File: src/rtl/ulr_pkg.sv
`timescale 1ns / 1ps
// Shared types, constants and helpers of the UTF-8 lossy repair unit.
package ulr_pkg;

   // Byte classes and Table 3-7 bounds
   localparam logic [7:0] ASCII_LIMIT   = 8'h80;
   localparam logic [7:0] LEAD_MIN      = 8'hC2;
   localparam logic [7:0] LEAD_MAX      = 8'hF4;
   localparam logic [7:0] LEAD_E0       = 8'hE0;
   localparam logic [7:0] LEAD_ED       = 8'hED;
   localparam logic [7:0] LEAD_F0       = 8'hF0;
   localparam logic [7:0] LEAD_F4       = 8'hF4;
   localparam logic [7:0] CONT_MIN      = 8'h80;
   localparam logic [7:0] CONT_MAX      = 8'hBF;
   localparam logic [7:0] E0_SECOND_MIN = 8'hA0;
   localparam logic [7:0] ED_SECOND_MAX = 8'h9F;
   localparam logic [7:0] F0_SECOND_MIN = 8'h90;
   localparam logic [7:0] F4_SECOND_MAX = 8'h8F;

   // U+FFFD encoded as UTF-8
   localparam logic [7:0] REPL_BYTE0 = 8'hEF;
   localparam logic [7:0] REPL_BYTE1 = 8'hBF;
   localparam logic [7:0] REPL_BYTE2 = 8'hBD;
   localparam logic [1:0] REPL_IDX0  = 2'd0;
   localparam logic [1:0] REPL_IDX1  = 2'd1;
   localparam logic [1:0] REPL_IDX2  = 2'd2;

   localparam int PEND_DEPTH  = 3;
   localparam int QUEUE_DEPTH = 4;
   localparam int QUEUE_PTR_W = $clog2(QUEUE_DEPTH);

   // One command per input transaction that emits anything: rep_cnt replacements, then data_cnt bytes.
   typedef struct packed {
      logic [1:0]      rep_cnt;
      logic [2:0]      data_cnt;
      logic [3:0][7:0] data;
      logic            last;
   } cmd_type;

   function automatic logic [7:0] repl_byte(input logic [1:0] idx);
      logic [7:0] b;
      unique case (idx)
         REPL_IDX0: b = REPL_BYTE0;
         REPL_IDX1: b = REPL_BYTE1;
         REPL_IDX2: b = REPL_BYTE2;
         default:   b = REPL_BYTE2;
      endcase
      return b;
   endfunction

endpackage

File: src/rtl/ulr_if.sv
`timescale 1ns / 1ps
// Channel interfaces for raw input bytes and repaired output bytes.
interface ulr_req_if;
   logic       valid;
   logic       ready;
   logic [7:0] in_byte;
   logic       in_last;
   modport source (output valid, output in_byte, output in_last, input ready);
   modport sink   (input valid, input in_byte, input in_last, output ready);
endinterface

interface ulr_rsp_if;
   logic       valid;
   logic       ready;
   logic [7:0] out_byte;
   logic       from_replacement;
   logic       out_last;
   modport source (output valid, output out_byte, output from_replacement,
                   output out_last, input ready);
   modport sink   (input valid, input out_byte, input from_replacement,
                   input out_last, output ready);
endinterface

File: src/rtl/ulr_front.sv
`timescale 1ns / 1ps
// Front end: holds the partial sequence and classifies each input byte, pushing a command for each that emits output.
module ulr_front (
   input  logic            clock,
   input  logic            reset,
   ulr_req_if.sink         req_ch,
   input  logic            q_full,
   output logic            q_push,
   output ulr_pkg::cmd_type q_cmd
);
   import ulr_pkg::*;

   logic [7:0] pend_ff [PEND_DEPTH];
   logic [1:0] cnt_ff, cnt_in;
   logic       accept;
   logic [7:0] b, lead, lo, hi;
   logic [2:0] need;
   logic       in_range, last, start, store;
   logic [1:0] store_idx, flush_n, rep;
   logic [2:0] n_data;

   assign req_ch.ready = !q_full;
   assign accept       = req_ch.valid && !q_full;
   assign b            = req_ch.in_byte;
   assign last         = req_ch.in_last;
   assign lead         = pend_ff[0];

   always_comb begin
      lo = CONT_MIN;
      hi = CONT_MAX;
      if (cnt_ff == 2'd1) begin
         if (lead == LEAD_E0) lo = E0_SECOND_MIN;
         else if (lead == LEAD_ED) hi = ED_SECOND_MAX;
         else if (lead == LEAD_F0) lo = F0_SECOND_MIN;
         else if (lead == LEAD_F4) hi = F4_SECOND_MAX;
      end
      need     = (lead < LEAD_E0) ? 3'd2 : (lead < LEAD_F0) ? 3'd3 : 3'd4;
      in_range = (b >= lo) && (b <= hi);
   end

   always_comb begin
      rep       = 2'd0;
      n_data    = 3'd0;
      flush_n   = 2'd0;
      start     = 1'b0;
      store     = 1'b0;
      store_idx = cnt_ff;
      cnt_in    = cnt_ff;
      if (cnt_ff == 2'd0) begin
         start = 1'b1;
      end else if (in_range) begin
         priority if ({1'b0, cnt_ff} + 3'd1 == need) begin
            flush_n = cnt_ff;
            n_data  = {1'b0, cnt_ff} + 3'd1;
            cnt_in  = 2'd0;
         end else if (last) begin
            rep    = 2'd1;
            cnt_in = 2'd0;
         end else if (cnt_ff != 2'd3) begin
            store  = 1'b1;
            cnt_in = cnt_ff + 2'd1;
         end else begin
            rep    = 2'd1;
            cnt_in = 2'd0;
         end
      end else begin
         // drop the held prefix and restart on this byte
         rep    = 2'd1;
         cnt_in = 2'd0;
         start  = 1'b1;
      end
      if (start) begin
         priority if (b < ASCII_LIMIT) begin
            n_data = 3'd1;
         end else if (b >= LEAD_MIN && b <= LEAD_MAX && !last) begin
            store     = 1'b1;
            store_idx = 2'd0;
            cnt_in    = 2'd1;
         end else begin
            rep = rep + 2'd1;
         end
      end
      if (last) cnt_in = 2'd0;
   end

   always_comb begin
      q_cmd.rep_cnt  = rep;
      q_cmd.data_cnt = n_data;
      q_cmd.last     = last;
      for (int k = 0; k < PEND_DEPTH; k++) begin
         q_cmd.data[k] = (2'(k) < flush_n) ? pend_ff[k] : b;
      end
      q_cmd.data[3] = b;
   end

   assign q_push = accept && ((rep != 2'd0) || (n_data != 3'd0));

   always_ff @(posedge clock) begin
      if (reset) begin
         cnt_ff <= 2'd0;
      end else if (accept) begin
         cnt_ff <= cnt_in;
      end
   end

   always_ff @(posedge clock) begin
      if (accept && store) begin
         pend_ff[store_idx] <= b;
      end
   end

endmodule

File: src/rtl/ulr_cmd_queue.sv
`timescale 1ns / 1ps
// Small command FIFO between the front end and the output sequencer.
module ulr_cmd_queue (
   input  logic             clock,
   input  logic             reset,
   input  logic             push,
   input  ulr_pkg::cmd_type push_cmd,
   output logic             full,
   input  logic             pop,
   output ulr_pkg::cmd_type head,
   output logic             empty
);
   import ulr_pkg::*;

   cmd_type                mem_ff [QUEUE_DEPTH];
   logic [QUEUE_PTR_W-1:0] wr_ff, wr_in, rd_ff, rd_in;
   logic [QUEUE_PTR_W:0]   cnt_ff, cnt_in;

   assign full  = (cnt_ff == (QUEUE_PTR_W+1)'(QUEUE_DEPTH));
   assign empty = (cnt_ff == '0);
   assign head  = mem_ff[rd_ff];

   always_comb begin
      wr_in  = push ? wr_ff + 1'b1 : wr_ff;
      rd_in  = pop ? rd_ff + 1'b1 : rd_ff;
      cnt_in = cnt_ff + (QUEUE_PTR_W+1)'(push) - (QUEUE_PTR_W+1)'(pop);
   end

   always_ff @(posedge clock) begin
      if (reset) begin
         wr_ff  <= '0;
         rd_ff  <= '0;
         cnt_ff <= '0;
      end else begin
         wr_ff  <= wr_in;
         rd_ff  <= rd_in;
         cnt_ff <= cnt_in;
      end
   end

   always_ff @(posedge clock) begin
      if (push) begin
         mem_ff[wr_ff] <= push_cmd;
      end
   end

endmodule

File: src/rtl/ulr_back.sv
`timescale 1ns / 1ps
// Back end: expands each command into output bytes, one per cycle unless rsp_ch stalls, into the output register.
module ulr_back (
   input  logic             clock,
   input  logic             reset,
   input  ulr_pkg::cmd_type head,
   input  logic             empty,
   output logic             pop,
   ulr_rsp_if.source        rsp_ch
);
   import ulr_pkg::*;

   logic [2:0] pos_ff, pos_in;
   logic       valid_ff, valid_in;
   logic [7:0] byte_ff, byte_in;
   logic       rep_ff, rep_in;
   logic       last_ff, last_in;
   logic       load, at_end;
   logic [2:0] rep_len, total, data_pos, repl_pos;

   assign load    = !empty && (!valid_ff || rsp_ch.ready);
   assign rep_len = {head.rep_cnt, 1'b0} + {1'b0, head.rep_cnt};
   assign total   = rep_len + head.data_cnt;
   assign at_end  = (pos_ff + 3'd1 == total);
   assign pop     = load && at_end;

   always_comb begin
      data_pos = pos_ff - rep_len;
      repl_pos = (pos_ff >= 3'd3) ? pos_ff - 3'd3 : pos_ff;
      rep_in   = (pos_ff < rep_len);
      byte_in  = rep_in ? repl_byte(repl_pos[1:0]) : head.data[data_pos[1:0]];
      last_in  = head.last && at_end;
      pos_in   = pos_ff;
      valid_in = valid_ff;
      if (load) begin
         pos_in   = at_end ? 3'd0 : pos_ff + 3'd1;
         valid_in = 1'b1;
      end else if (rsp_ch.ready) begin
         valid_in = 1'b0;
      end
   end

   always_ff @(posedge clock) begin
      if (reset) begin
         pos_ff   <= 3'd0;
         valid_ff <= 1'b0;
      end else begin
         pos_ff   <= pos_in;
         valid_ff <= valid_in;
      end
   end

   always_ff @(posedge clock) begin
      if (load) begin
         byte_ff <= byte_in;
         rep_ff  <= rep_in;
         last_ff <= last_in;
      end
   end

   assign rsp_ch.valid            = valid_ff;
   assign rsp_ch.out_byte         = byte_ff;
   assign rsp_ch.from_replacement = rep_ff;
   assign rsp_ch.out_last         = last_ff;

endmodule

File: src/rtl/utf8_lossy_repair_unit.sv
`timescale 1ns / 1ps
// Top level of the streaming UTF-8 lossy repair unit.
//
// Streaming UTF-8 repair: raw bytes enter on req_ch, well-formed UTF-8 leaves
// on rsp_ch. Valid sequences (Unicode Table 3-7 ranges, with the narrowed
// second-byte ranges after E0, ED, F0 and F4) pass unchanged, released when
// their final byte arrives. Each maximal invalid subpart becomes one EF BF BD,
// whose three bytes carry from_replacement. A stream that ends inside a
// sequence closes with one replacement; out_last marks the final output byte
// of each stream, and every transaction with in_last set produces output.
// Rate: one input transaction per cycle while the command queue has room, and one
// output transaction per cycle while rsp_ch.ready is high, so unstalled plain ASCII
// flows through at one byte per cycle. Each input transaction that emits anything
// becomes one command for the back end, which emits one output byte per cycle
// unless stalled: 1 byte for ASCII, none while a sequence is held, 2 to 4 when a
// complete sequence is released, 3 per replacement and up to 6 when a held prefix
// and the new byte are both bad. The output port sets the sustained rate; a 4-entry
// command queue absorbs the bursts, and req_ch.ready drops only while it is full.
module utf8_lossy_repair_unit (
   input  logic     clock,
   input  logic     reset,
   ulr_req_if.sink  req_ch,
   ulr_rsp_if.source rsp_ch
);
   import ulr_pkg::*;

   cmd_type push_cmd, head;
   logic    push, full, pop, empty;

   // classify and track the partial sequence
   ulr_front u_front (
      .clock  (clock),
      .reset  (reset),
      .req_ch (req_ch),
      .q_full (full),
      .q_push (push),
      .q_cmd  (push_cmd)
   );

   // decouple classification from byte emission
   ulr_cmd_queue u_queue (
      .clock    (clock),
      .reset    (reset),
      .push     (push),
      .push_cmd (push_cmd),
      .full     (full),
      .pop      (pop),
      .head     (head),
      .empty    (empty)
   );

   // emit replacement and data bytes through the output register
   ulr_back u_back (
      .clock  (clock),
      .reset  (reset),
      .head   (head),
      .empty  (empty),
      .pop    (pop),
      .rsp_ch (rsp_ch)
   );

endmodule

File: src/flat_wrapper.sv
// flat-port wrapper written by rule: the top's interface ports become plain ports
module utf8_lossy_repair_unit_flat import ulr_pkg::*;
  (clock, reset, req_ch_valid, req_ch_in_byte, req_ch_in_last, req_ch_ready, rsp_ch_valid, rsp_ch_out_byte, rsp_ch_from_replacement, rsp_ch_out_last, rsp_ch_ready);
  ulr_req_if req_ch_i ();
  ulr_rsp_if rsp_ch_i ();
  input  logic clock;
  input  logic reset;
  input wire logic [$bits(req_ch_i.valid)-1:0] req_ch_valid;
  input wire logic [$bits(req_ch_i.in_byte)-1:0] req_ch_in_byte;
  input wire logic [$bits(req_ch_i.in_last)-1:0] req_ch_in_last;
  output wire logic [$bits(req_ch_i.ready)-1:0] req_ch_ready;
  output wire logic [$bits(rsp_ch_i.valid)-1:0] rsp_ch_valid;
  output wire logic [$bits(rsp_ch_i.out_byte)-1:0] rsp_ch_out_byte;
  output wire logic [$bits(rsp_ch_i.from_replacement)-1:0] rsp_ch_from_replacement;
  output wire logic [$bits(rsp_ch_i.out_last)-1:0] rsp_ch_out_last;
  input wire logic [$bits(rsp_ch_i.ready)-1:0] rsp_ch_ready;
  assign req_ch_i.valid = req_ch_valid;
  assign req_ch_i.in_byte = req_ch_in_byte;
  assign req_ch_i.in_last = req_ch_in_last;
  assign req_ch_ready = req_ch_i.ready;
  assign rsp_ch_valid = rsp_ch_i.valid;
  assign rsp_ch_out_byte = rsp_ch_i.out_byte;
  assign rsp_ch_from_replacement = rsp_ch_i.from_replacement;
  assign rsp_ch_out_last = rsp_ch_i.out_last;
  assign rsp_ch_i.ready = rsp_ch_ready;
  utf8_lossy_repair_unit u_core (.clock(clock), .reset(reset), .req_ch(req_ch_i), .rsp_ch(rsp_ch_i));
endmodule
File: config.mk
export PLATFORM = sky130hd
export DESIGN_NAME = utf8_lossy_repair_unit_flat
export DESIGN_NICKNAME = d
export VERILOG_FILES = /design/src/rtl/ulr_pkg.sv /design/src/rtl/ulr_if.sv /design/src/rtl/ulr_front.sv /design/src/rtl/ulr_cmd_queue.sv /design/src/rtl/ulr_back.sv /design/src/rtl/utf8_lossy_repair_unit.sv /design/src/flat_wrapper.sv
export SDC_FILE = /design/constraint.sdc
export NUM_CORES = 1
export LEC_CHECK = 0
export BUFFER_PORTS_ARGS = -buffer_cell sky130_fd_sc_hd__buf_2
export CAP_MARGIN = 5
export CORE_MARGIN = 2
export CORE_UTILIZATION = 69
export CTS_BUF_LIST = sky130_fd_sc_hd__clkbuf_4
export CTS_CLUSTER_SIZE = 24
export DETAILED_ROUTE_END_ITERATION = 10
export HOLD_SLACK_MARGIN = 0.12
export PLACE_DENSITY_LB_ADDON = 0.3
export SYNTH_ARGS = -nofsm -noshare
export SYNTH_HDL_FRONTEND = slang
export SYNTH_SLANG_ARGS = --single-unit
File: constraint.sdc
create_clock -name clock -period 8.8 [get_ports clock]
set_input_delay 0.88 -clock clock [delete_from_list [all_inputs] [get_ports clock]]
set_output_delay 0.88 -clock clock [all_outputs]
set_load 0.01 [all_outputs]
==> results of run 1 <==
-- where the power goes --
part           internal, mW  leakage [nW]  switching, mW
clock network         0.386         0.366          0.346
logic                 0.250          1.08          0.298
registers              1.15          1.81         0.0323
-- flip-flops by register name, summed over array words and instances (netlist names), named ones only --
signal	flops
u_core.u_back.rsp_ch.out_byte	8
u_core.u_queue.rd_ff	2
u_core.u_front.cnt_ff	2
u_core.u_back.rsp_ch.out_last	1
u_core.u_back.rsp_ch.from_replacement	1
u_core.u_queue.mem_ff	152
u_core.u_back.pos_ff	3
u_core.u_back.rsp_ch.valid	1
u_core.u_queue.cnt_ff	3
u_core.u_queue.wr_ff	2
u_core.u_front.pend_ff	24
-- worst paths after layout --
| kind | end | from | slack [ns] | cells past startpoint |
|---|---|---|---|---|
| max reg2reg | u_core.u_queue.cnt_ff[2] | flip-flop | 4.14 | 17 |
| max | u_core.u_queue.cnt_ff[2] | flip-flop | 4.14 | 17 |
| min | u_core.u_back.rsp_ch.valid | u_core.u_back.rsp_ch.valid | 0.49 | 2 |
| min reg2reg | u_core.u_back.rsp_ch.valid | u_core.u_back.rsp_ch.valid | 0.49 | 2 |
-- worst min-delay path: cells and delay by family (launching register included) --
family | cells | cell delay (ns)
and+or+nand+nor | 1 | 0.06
DFF | 1 | 0.33
AOI/OAI and AO/OA | 1 | 0.05
-- routing by layer --
layer | track usage (%) | wire, um
met5 | 0 | 0
met3 | 4.45 | 1260
met1 | 36.7 | 6710
met4 | 8.67 | 283
met2 | 44.1 | 8650
-- cell families (layout without fill, tap and decap cells) --
group / after synthesis / in the layout / share of synthesized area [%]
other cells: 0 / 1 / 0
buf+inv: 36 / 132 / 1.73
xor+xnor: 9 / 9 / 1.08
fa+ha+maj: 23 / 23 / 3.53
flops: 201 / 201 / 68.5
simple gates: 99 / 99 / 6.60
mux: 70 / 70 / 15.5
compound gates: 37 / 37 / 3.06
-- cell usage in the layout, fill, tap and decap left out, drive strengths merged, types with 6 or more instances in the layout --
cell and instances:
mux4 46, buf 26, or2 7, clkbuf 75, inv 22, a21oi 12, o21ai 6, nand2 17
and2 8, nor2 22, dfxtp 15, mux2 22, nand3 7, ha 21, clkinv 9, nor3 7
edfxtp 186
-- final cells by class --
cell class | count | area, um2
Tap cell | 168 | 210
Inverter | 21 | 78.8
Fill cell | 675 | 2580
Clock buffer | 75 | 563
Antenna cell | 1 | 2.50
Timing Repair Buffer | 26 | 135
Multi-Input combinational cell | 238 | 2570
Clock inverter | 10 | 38.8
Sequential cell | 201 | 5890
-- metrics by stage --
| stage | std cells | hold slack (ns) | total power [mW] | utilization (%) | setup slack (ns) |
|---|---|---|---|---|---|
| detailed placement | 654 | 0.472 | 1.75 | 73.6 | 4.20 |
| CTS | 739 | 0.487 | 2.48 | 78.6 | 4.08 |
| finish | 740 | 0.492 | 2.46 | 78.6 | 4.14 |
| global route | 740 | 0.512 | 2.58 | 78.6 | 3.85 |
| global placement | 654 | 0.451 | 1.73 | 73.6 | 4.33 |
| floorplan | 475 | 0.461 | 1.59 | - | 4.53 |
==> metrics.yaml, run 1 <==
async_flop_share_pct: 0
die_area_um2: 13400
routed_wl_mm: 16.9
critPathTopFamily: "adder cells"
relSlewSlack_pct: 26.5
drt_iter0_drc: 504
clk_latency_ns: 0.61
final_nets: 571
ir_drop_v: 0.000142
synth_top_flop_cell: "edfxtp_1"
final_area_um2: 9480
min_period_ns: 4.66
power.density_nw_per_um2: 260
place_area_um2: 8880
clk_pin_slew_ns: 0.07
finalSetupViolations: 0
coreArea_um2: 12100
wl_per_cell_um: 22.8
cts.sinks: 201
endpoint_kind: "flip-flop"
avgSynthCellArea_um2: 18.1
cp_max_fo: 38
cp.arrival_ns: 5.11
num_rows: 40
cts-resized-gates: 0
startpoint_type: "flip-flop"
slowest_delay_ns: 0.59
worst_pin_slew_ns: 1.10
grt_pass1_wl_mm: 25.8
clock_path_buffers: 3
ys_types: 56
p_leak_nw: 3.26
skew_ns: 0.0411
route.vias.total: 4603
fmax_mhz: 215
ys_ff_latch: 201
synth_edf_count: 186
cp.required_ns: 9.26
final_hold_viol_count: 0
finalCritPeriodShare_pct: 52.9
drcViolationCount: 0
track_usage_pct: 26.5
synth_nets: 511
ys.warnings.count: 0
cts-root-buf: "clkbuf_4"
grt_pass1_vias: 4740
cts_setup_buffers: 0
place_congestion: 0.809
critPathKind: "flip-flop to flip-flop"
antenna_found_initial: 1
cp_num_buf_inv: 4
die_h_um: 116
path_cells: "buf_4, mux4_2, ha_1, inv_1, fa_1, xnor3_1, xnor2_1, nand3_1, nor2_1, ha_1, inv_1, ha_1, inv_1, fa_1, xor2_1, xnor2_1, nor2_1"
cts_made_buffers: 47
yosysMostFrequentCell: "edfxtp_1"
slew_violations: 0
syn_inst: 475
grt_max_degree: 39
first_pass_iters: 5
synth_area_leader_cell: "edfxtp_1"
rsz0062_at_grt: "no"
syn_area_um2: 8590
dpl.hpwl_mm: 9.77
start_util_pct: 71.2
netlist_top_cells_area: "edfxtp_1 (65%), mux4_2 (12%), dfxtp_1 (3.5%), ha_1 (3.1%), mux2_2 (2.0%)"
num_io_pins: 25
cap_violations: 0
final_layout_size_suffix_gt1_share_pct: 33.3
die_x_um: 116
vias_per_cell: 6.22
cts_tree: "built"
synth_seq_area_share_pct: 68.5
min_path_type: "flip-flop to flip-flop"
ant_nets: 0
tns_ns: 0
portBuffers: 24
grt_overflow: 0
htreeDepth: 2
run_status: "completed"
cts_hold_buf: 0
cp_slowest_cell: "buf_4"
yosys.area.top_type_share_pct: 65.0
synth_commonest_cells: "edfxtp_1 (186), mux4_2 (46), nor2_1 (22)"
layout-area-overhead-vs-synth_pct: 10.4
Power figures use the tool's default switching activity.
==> run 2: changes to the inputs <==
--- a/config.mk
+++ b/config.mk
@@ -8,7 +8,7 @@
 export BUFFER_PORTS_ARGS = -buffer_cell sky130_fd_sc_hd__buf_2
 export CAP_MARGIN = 5
 export CORE_MARGIN = 2
-export CORE_UTILIZATION = 69
+export CORE_UTILIZATION = 64
 export CTS_BUF_LIST = sky130_fd_sc_hd__clkbuf_4
 export CTS_CLUSTER_SIZE = 24
 export DETAILED_ROUTE_END_ITERATION = 10
==> constraint.sdc (replaced) <==
create_clock -name clock -period 4.59 [get_ports clock]
set_input_delay 0.459 -clock clock [delete_from_list [all_inputs] [get_ports clock]]
set_output_delay 0.459 -clock clock [all_outputs]
set_load 0.01 [all_outputs]
==> run 2 against run 1 <==
Against the previous run:
- utilization is 5.6 points lower
- clock power is 83% higher
- largest cell class unchanged
- register-to-register slack worse by 3.8 ns
- hold slack worse by 0.30 ns
- sequential share of layout area is 0.97 points lower
- setup slack worse by 3.8 ns
- combinational power is 97% higher
- clock-buffer cell count is 8 lower
- die area is 7.5% higher
- sequential power is 92% higher
- via count is 0.15% higher
==> metrics.yaml, run 2 (synthesis results as in run 1) <==
htreeDepth: 2
clk_pin_slew_ns: 0.07
cp.required_ns: 5.08
final_layout_size_suffix_gt1_share_pct: 35.1
grt_max_degree: 29
tns_ns: 0
place_congestion: 0.878
run_status: "completed"
holdWs_ns: 0.189
track_usage_pct: 24.2
place_area_um2: 9010
route.vias.total: 4610
ir_drop_v: 0.000228
swShare_pct: 27.6
p_leak_nw: 3.33
routed_wl_mm: 16.3
largest_reg_flops: 152
grt_pass1_wl_mm: 25.5
min_period_ns: 4.23
skew_ns: 0.0252
startpoint_type: "flip-flop"
path_cells: "mux4_2, ha_1, inv_1, fa_1, xnor3_1, xnor2_1, nand3_1, nor2_1, ha_1, inv_1, ha_1, inv_1, fa_1, xor2_1, xnor2_1, nor2_1"
clkPwrFrac_pct: 28.7
coreArea_um2: 13200
whs_path_depth: 1
num_rows: 42
layout_common_cells: "edfxtp_1 (186), clkbuf_4 (67), mux4_2 (46)"
final_hold_viol_count: 0
rrSetupSlack_ns: 0.36
fin_util_pct: 73.1
layout-area-overhead-vs-synth_pct: 12.2
cp_slowest_cell: "mux4_2"
antenna_found_initial: 1
cts-root-buf: "clkbuf_4"
final_nets: 586
hold_path.startpoint: "req_ch_in_last"
endpoint_kind: "flip-flop"
min_path_type: "input pin to flip-flop"
grt_overflow: 0
vias_per_cell: 6.07
comb_power_share_pct: 23.1
critPathTopFamily: "adder cells"
power.density_nw_per_um2: 487
cts.sinks: 201
cp_max_fo: 4
first_pass_iters: 5
clock_path_buffers: 3
wl_per_cell_um: 21.4
r2r-end: "u_core.u_queue.cnt_ff[2]"
multi_input_area_um2: 2590
ant_nets: 0
critPathKind: "flip-flop to flip-flop"
stdcell_count: 759
final_common_cell: "edfxtp_1"
cts_tree: "built"
register_area_um2: 5890
clk_latency_ns: 0.63
relSlewSlack_pct: 52.2
drcViolationCount: 0
num-fill-cells: 801
reg2reg_depth: 16
cp.arrival_ns: 4.72
slew_violations: 0
cts_made_buffers: 49
finalCritPeriodShare_pct: 92.1
p_switching_mw: 1.29
largest-register: "u_core.u_queue.mem_ff"
dp_cells: 672
num_io_pins: 25
worst_pin_slew_ns: 0.715
final_area_um2: 9640
die_area_um2: 14400
dpl.hpwl_mm: 10.1
slowest_delay_ns: 0.53
rsz0062_at_grt: "no"
die_h_um: 120
seq_power_share_pct: 48.3
grt_pass1_vias: 4721
p_int_mw: 3.39
cap_violations: 0
cp_num_buf_inv: 3
fmax_mhz: 237
drt_iter0_drc: 437
portBuffers: 24
hold_end: "u_core.u_queue.mem_ff[0][0]"
start_util_pct: 65.1
die_x_um: 120
finalSetupViolations: 0
run 2: how the worst max path moves through the flow:
stage / end / slack (ns) / cells after the start
6_report: u_core.u_queue.cnt_ff[2] / 0.36 / 16
5_1_grt: u_core.u_queue.cnt_ff[2] / 0.07 / 24
4_1_cts: u_core.u_queue.cnt_ff[2] / 0.09 / 22
3_5_place_dp: u_core.u_queue.cnt_ff[2] / 0.12 / 22
3_3_place_gp: u_core.u_queue.cnt_ff[2] / 0.33 / 22
2_1_floorplan: u_core.u_queue.cnt_ff[2] / 0.32 / 18
run 2: through the flow:
stage / setup slack [ns] / total power [mW]
after floorplan: 0.316 / 3.06
after detailed placement: 0.122 / 3.40
after CTS: 0.0912 / 4.74
final: 0.362 / 4.69
after global placement: 0.330 / 3.36
after global routing: 0.0656 / 4.94
run 2: timing repair:
action / in CTS / in global routing
setup buffers: 0 / 2
hold buffers: 1 / 0
gates resized for setup: 0 / 8
setup endpoints to repair: 0 / 1
endpoints found under the hold margin: 1 / 0
run 2: cell type report:
type | instances | share of cell area (%)
flip-flops and latches | 201 | 61.1
multi-input cells | 238 | 26.9
clock buffers | 67 | 5.22
repair buffers | 39 | 2.96
well taps | 176 | 2.29
inverters | 21 | 0.818
clock inverters | 16 | 0.688
diodes | 1 | 0.0260
run 2: metal layers:
layer	routed length, um	track usage, %
met1	6790	33.8
met3	1200	5.85
met4	408	8.97
met5	0	0
met2	7870	37.9
run 2: power groups by stage:
stage / Sequential, mW / Clock, mW / Combinational (mW)
2_1_floorplan: 2.30 / 0 / 0.753
3_3_place_gp: 2.29 / 0 / 1.07
3_5_place_dp: 2.30 / 0 / 1.09
4_1_cts: 2.26 / 1.37 / 1.10
5_1_grt: 2.28 / 1.47 / 1.19
6_report: 2.26 / 1.34 / 1.08
==> run 3: changes to the inputs <==
--- a/config.mk
+++ b/config.mk
@@ -14,6 +14,7 @@
 export DETAILED_ROUTE_END_ITERATION = 10
 export HOLD_SLACK_MARGIN = 0.12
 export PLACE_DENSITY_LB_ADDON = 0.3
+export REMOVE_ABC_BUFFERS = 1
 export SYNTH_ARGS = -nofsm -noshare
 export SYNTH_HDL_FRONTEND = slang
 export SYNTH_SLANG_ARGS = --single-unit
==> run 3 against run 2 <==
Against the previous run:
- register-to-register slack lost 0.04 ns
- global-route usage rose by 0.46 points
- clock power up 3%
- die area is the same
- sequential cell count unchanged
- highest routed layer unchanged
- clock skew about the same
- non-clock buffer count is 2 lower
- clock-buffer cell count grew 5
- critical path type unchanged
- critical endpoint unchanged
==> metrics.yaml, run 3 (synthesis results as in run 1) <==
pre_cts_ws_ns: 0.163
startpoint_type: "flip-flop"
stdcell_count: 761
dp_cells: 672
comb_power_share_pct: 23.1
register_area_um2: 5890
reg2reg_depth: 23
cp_slowest_cell: "fa_1"
min_path_type: "input pin to flip-flop"
clock_path_buffers: 3
top_usage_layer: "met2"
finalCritPeriodShare_pct: 92.9
use_met1_pct: 33.8
rrSetupSlack_ns: 0.33
swShare_pct: 27.5
clkPwrFrac_pct: 29.1
path_cells: "inv_1, ha_1, nor3b_2, nand3_1, ha_1, and4bb_1, a221oi_4, nor2_1, nor2_1, ha_1, nand2_1, o21ai_0, o22ai_2, a31oi_4, inv_1, ha_1, inv_1, ha_1, inv_1, fa_1, xor2_1, xnor2_1, nor2_1"
die_h_um: 120
routed_wl_mm: 16.7
die_area_um2: 14400
start_util_pct: 65.1
final_common_cell: "edfxtp_1"
place_congestion: 0.818
multi_input_area_um2: 2580
drt_iter0_drc: 436
layout-area-overhead-vs-synth_pct: 12.3
cts-root-buf: "clkbuf_4"
layout_common_cells: "edfxtp_1 (186), clkbuf_4 (72), mux4_2 (46)"
largest_reg_flops: 152
critPathKind: "flip-flop to flip-flop"
finalSetupViolations: 0
cts.sinks: 201
slew_violations: 0
num_io_pins: 25
antenna_found_initial: 1
final_layout_size_suffix_gt1_share_pct: 34.6
grt_overflow: 0
htreeDepth: 2
final_hold_viol_count: 0
final_nets: 583
seq_power_share_pct: 47.8
finalWorstSetupSlack_ns: 0.327
largest-register: "u_core.u_queue.mem_ff"
wl_per_cell_um: 21.9
num_rows: 42
crit_top_cell: "ha_1"
skew_ns: 0.0255
first_pass_iters: 7
grt_pass1_wl_mm: 26.0
cts_tree: "built"
p_leak_nw: 3.33
ir_drop_v: 0.000218
grt_use_met3_pct: 5.18
r2r-end: "u_core.u_queue.cnt_ff[2]"
vias_per_cell: 6.15
cp_num_buf_inv: 4
p_switching_mw: 1.30
final_area_um2: 9640
endpoint_kind: "flip-flop"
grt_max_degree: 39
endpoint: "u_core.u_queue.cnt_ff[2]"
r2r-start: "u_core.u_front.cnt_ff[1]"
cp_max_fo: 7
cp.arrival_ns: 4.73
min_period_ns: 4.26
num-fill-cells: 776
run_status: "completed"
portBuffers: 24
cap_violations: 0
slowest_delay_ns: 0.39
clk_pin_slew_ns: 0.07
worst_pin_slew_ns: 0.720
place_area_um2: 9010
clk_latency_ns: 0.61
cts_made_buffers: 48
ant_nets: 0
track_usage_pct: 24.7
fmax_mhz: 235
critPathTopFamily: "adder cells"
drcViolationCount: 0
grt_pass1_vias: 4738
holdWs_ns: 0.204
cp.required_ns: 5.06
fin_util_pct: 73.1
p_int_mw: 3.44
worstSetupPathDepth: 23
die_x_um: 120
relSlewSlack_pct: 51.9
crit_path_start: "u_core.u_front.cnt_ff[1]"
grtUsageMet2_pct: 39.1
coreArea_um2: 13200
route.vias.total: 4683
power.density_nw_per_um2: 492
dpl.hpwl_mm: 10.6
[run 3: cell count changes in the layout (fill, tap and decap cells not counted), sizes merged]
| cell | before | now |
|---|---|---|
| buf | 38 | 36 |
| clkinv | 14 | 13 |
| clkbuf | 67 | 72 |
[run 3: worst min-delay path by stage]
stage               depth (start not counted)                        from                      endpoint
floorplan                                   2     u_core.u_back.pos_ff[1]       u_core.u_back.pos_ff[1]
global placement                            2  u_core.u_back.rsp_ch.valid    u_core.u_back.rsp_ch.valid
detailed placement                          2  u_core.u_back.rsp_ch.valid    u_core.u_back.rsp_ch.valid
CTS                                         1              req_ch_in_last   u_core.u_queue.mem_ff[3][0]
global route                                1           req_ch_in_byte[3]  u_core.u_front.pend_ff[2][3]
finish                                      1           req_ch_in_byte[3]  u_core.u_queue.mem_ff[2][28]
[run 3: repair_timing]
item | 4_1_cts | 5_1_grt
hold endpoints to repair | 1 | 0
endpoints found under the setup margin | 0 | 2
gates resized for setup | 0 | 6
hold buffers | 1 | 0
buffers inserted | 0 | 0
[run 3: cell type report]
class	count	share of cell area [%]
multi-input cells	238	26.8
inverters	21	0.817
flip-flops and latches	201	61.1
clock buffers	72	5.61
clock inverters	15	0.610
diodes	1	0.0260
well taps	176	2.28
repair buffers	37	2.80
[run 3: metrics by stage]
step,TNS [ns],power (mW)
detailed placement,0,3.40
global placement,0,3.36
global route,-0.0187,4.99
floorplan,-2.53,3.05
CTS,0,4.79
finish,0,4.74
[run 3: power groups by stage]
stage	Combinational (mW)	Sequential (mW)	Clock, mW
final	1.09	2.27	1.38
after floorplan	0.706	2.34	0
after detailed placement	1.10	2.30	0
after CTS	1.11	2.27	1.42
after global placement	1.07	2.29	0
after global routing	1.19	2.28	1.51
[run 3: metal layers]
layer	share of wire, %	vias up	wire (um)
met5	0	-	0
met4	2.9	0	487
met3	6.5	36	1080
met2	50	197	8330
met1	41	2385	6800
li1	-	2065	-
[run 3: worst register-to-register path: stages (launching register included)]
cell	delay, ns
dfxtp_2	0.36
inv_1	0.14
ha_1	0.19
nor3b_2	0.19
nand3_1	0.10
ha_1	0.33
and4bb_1	0.24
a221oi_4	0.34
nor2_1	0.09
nor2_1	0.11
ha_1	0.14
nand2_1	0.04
o21ai_0	0.10
o22ai_2	0.12
a31oi_4	0.28
inv_1	0.07
ha_1	0.26
inv_1	0.06
ha_1	0.14
inv_1	0.05
fa_1	0.39
xor2_1	0.18
xnor2_1	0.14
nor2_1	0.05
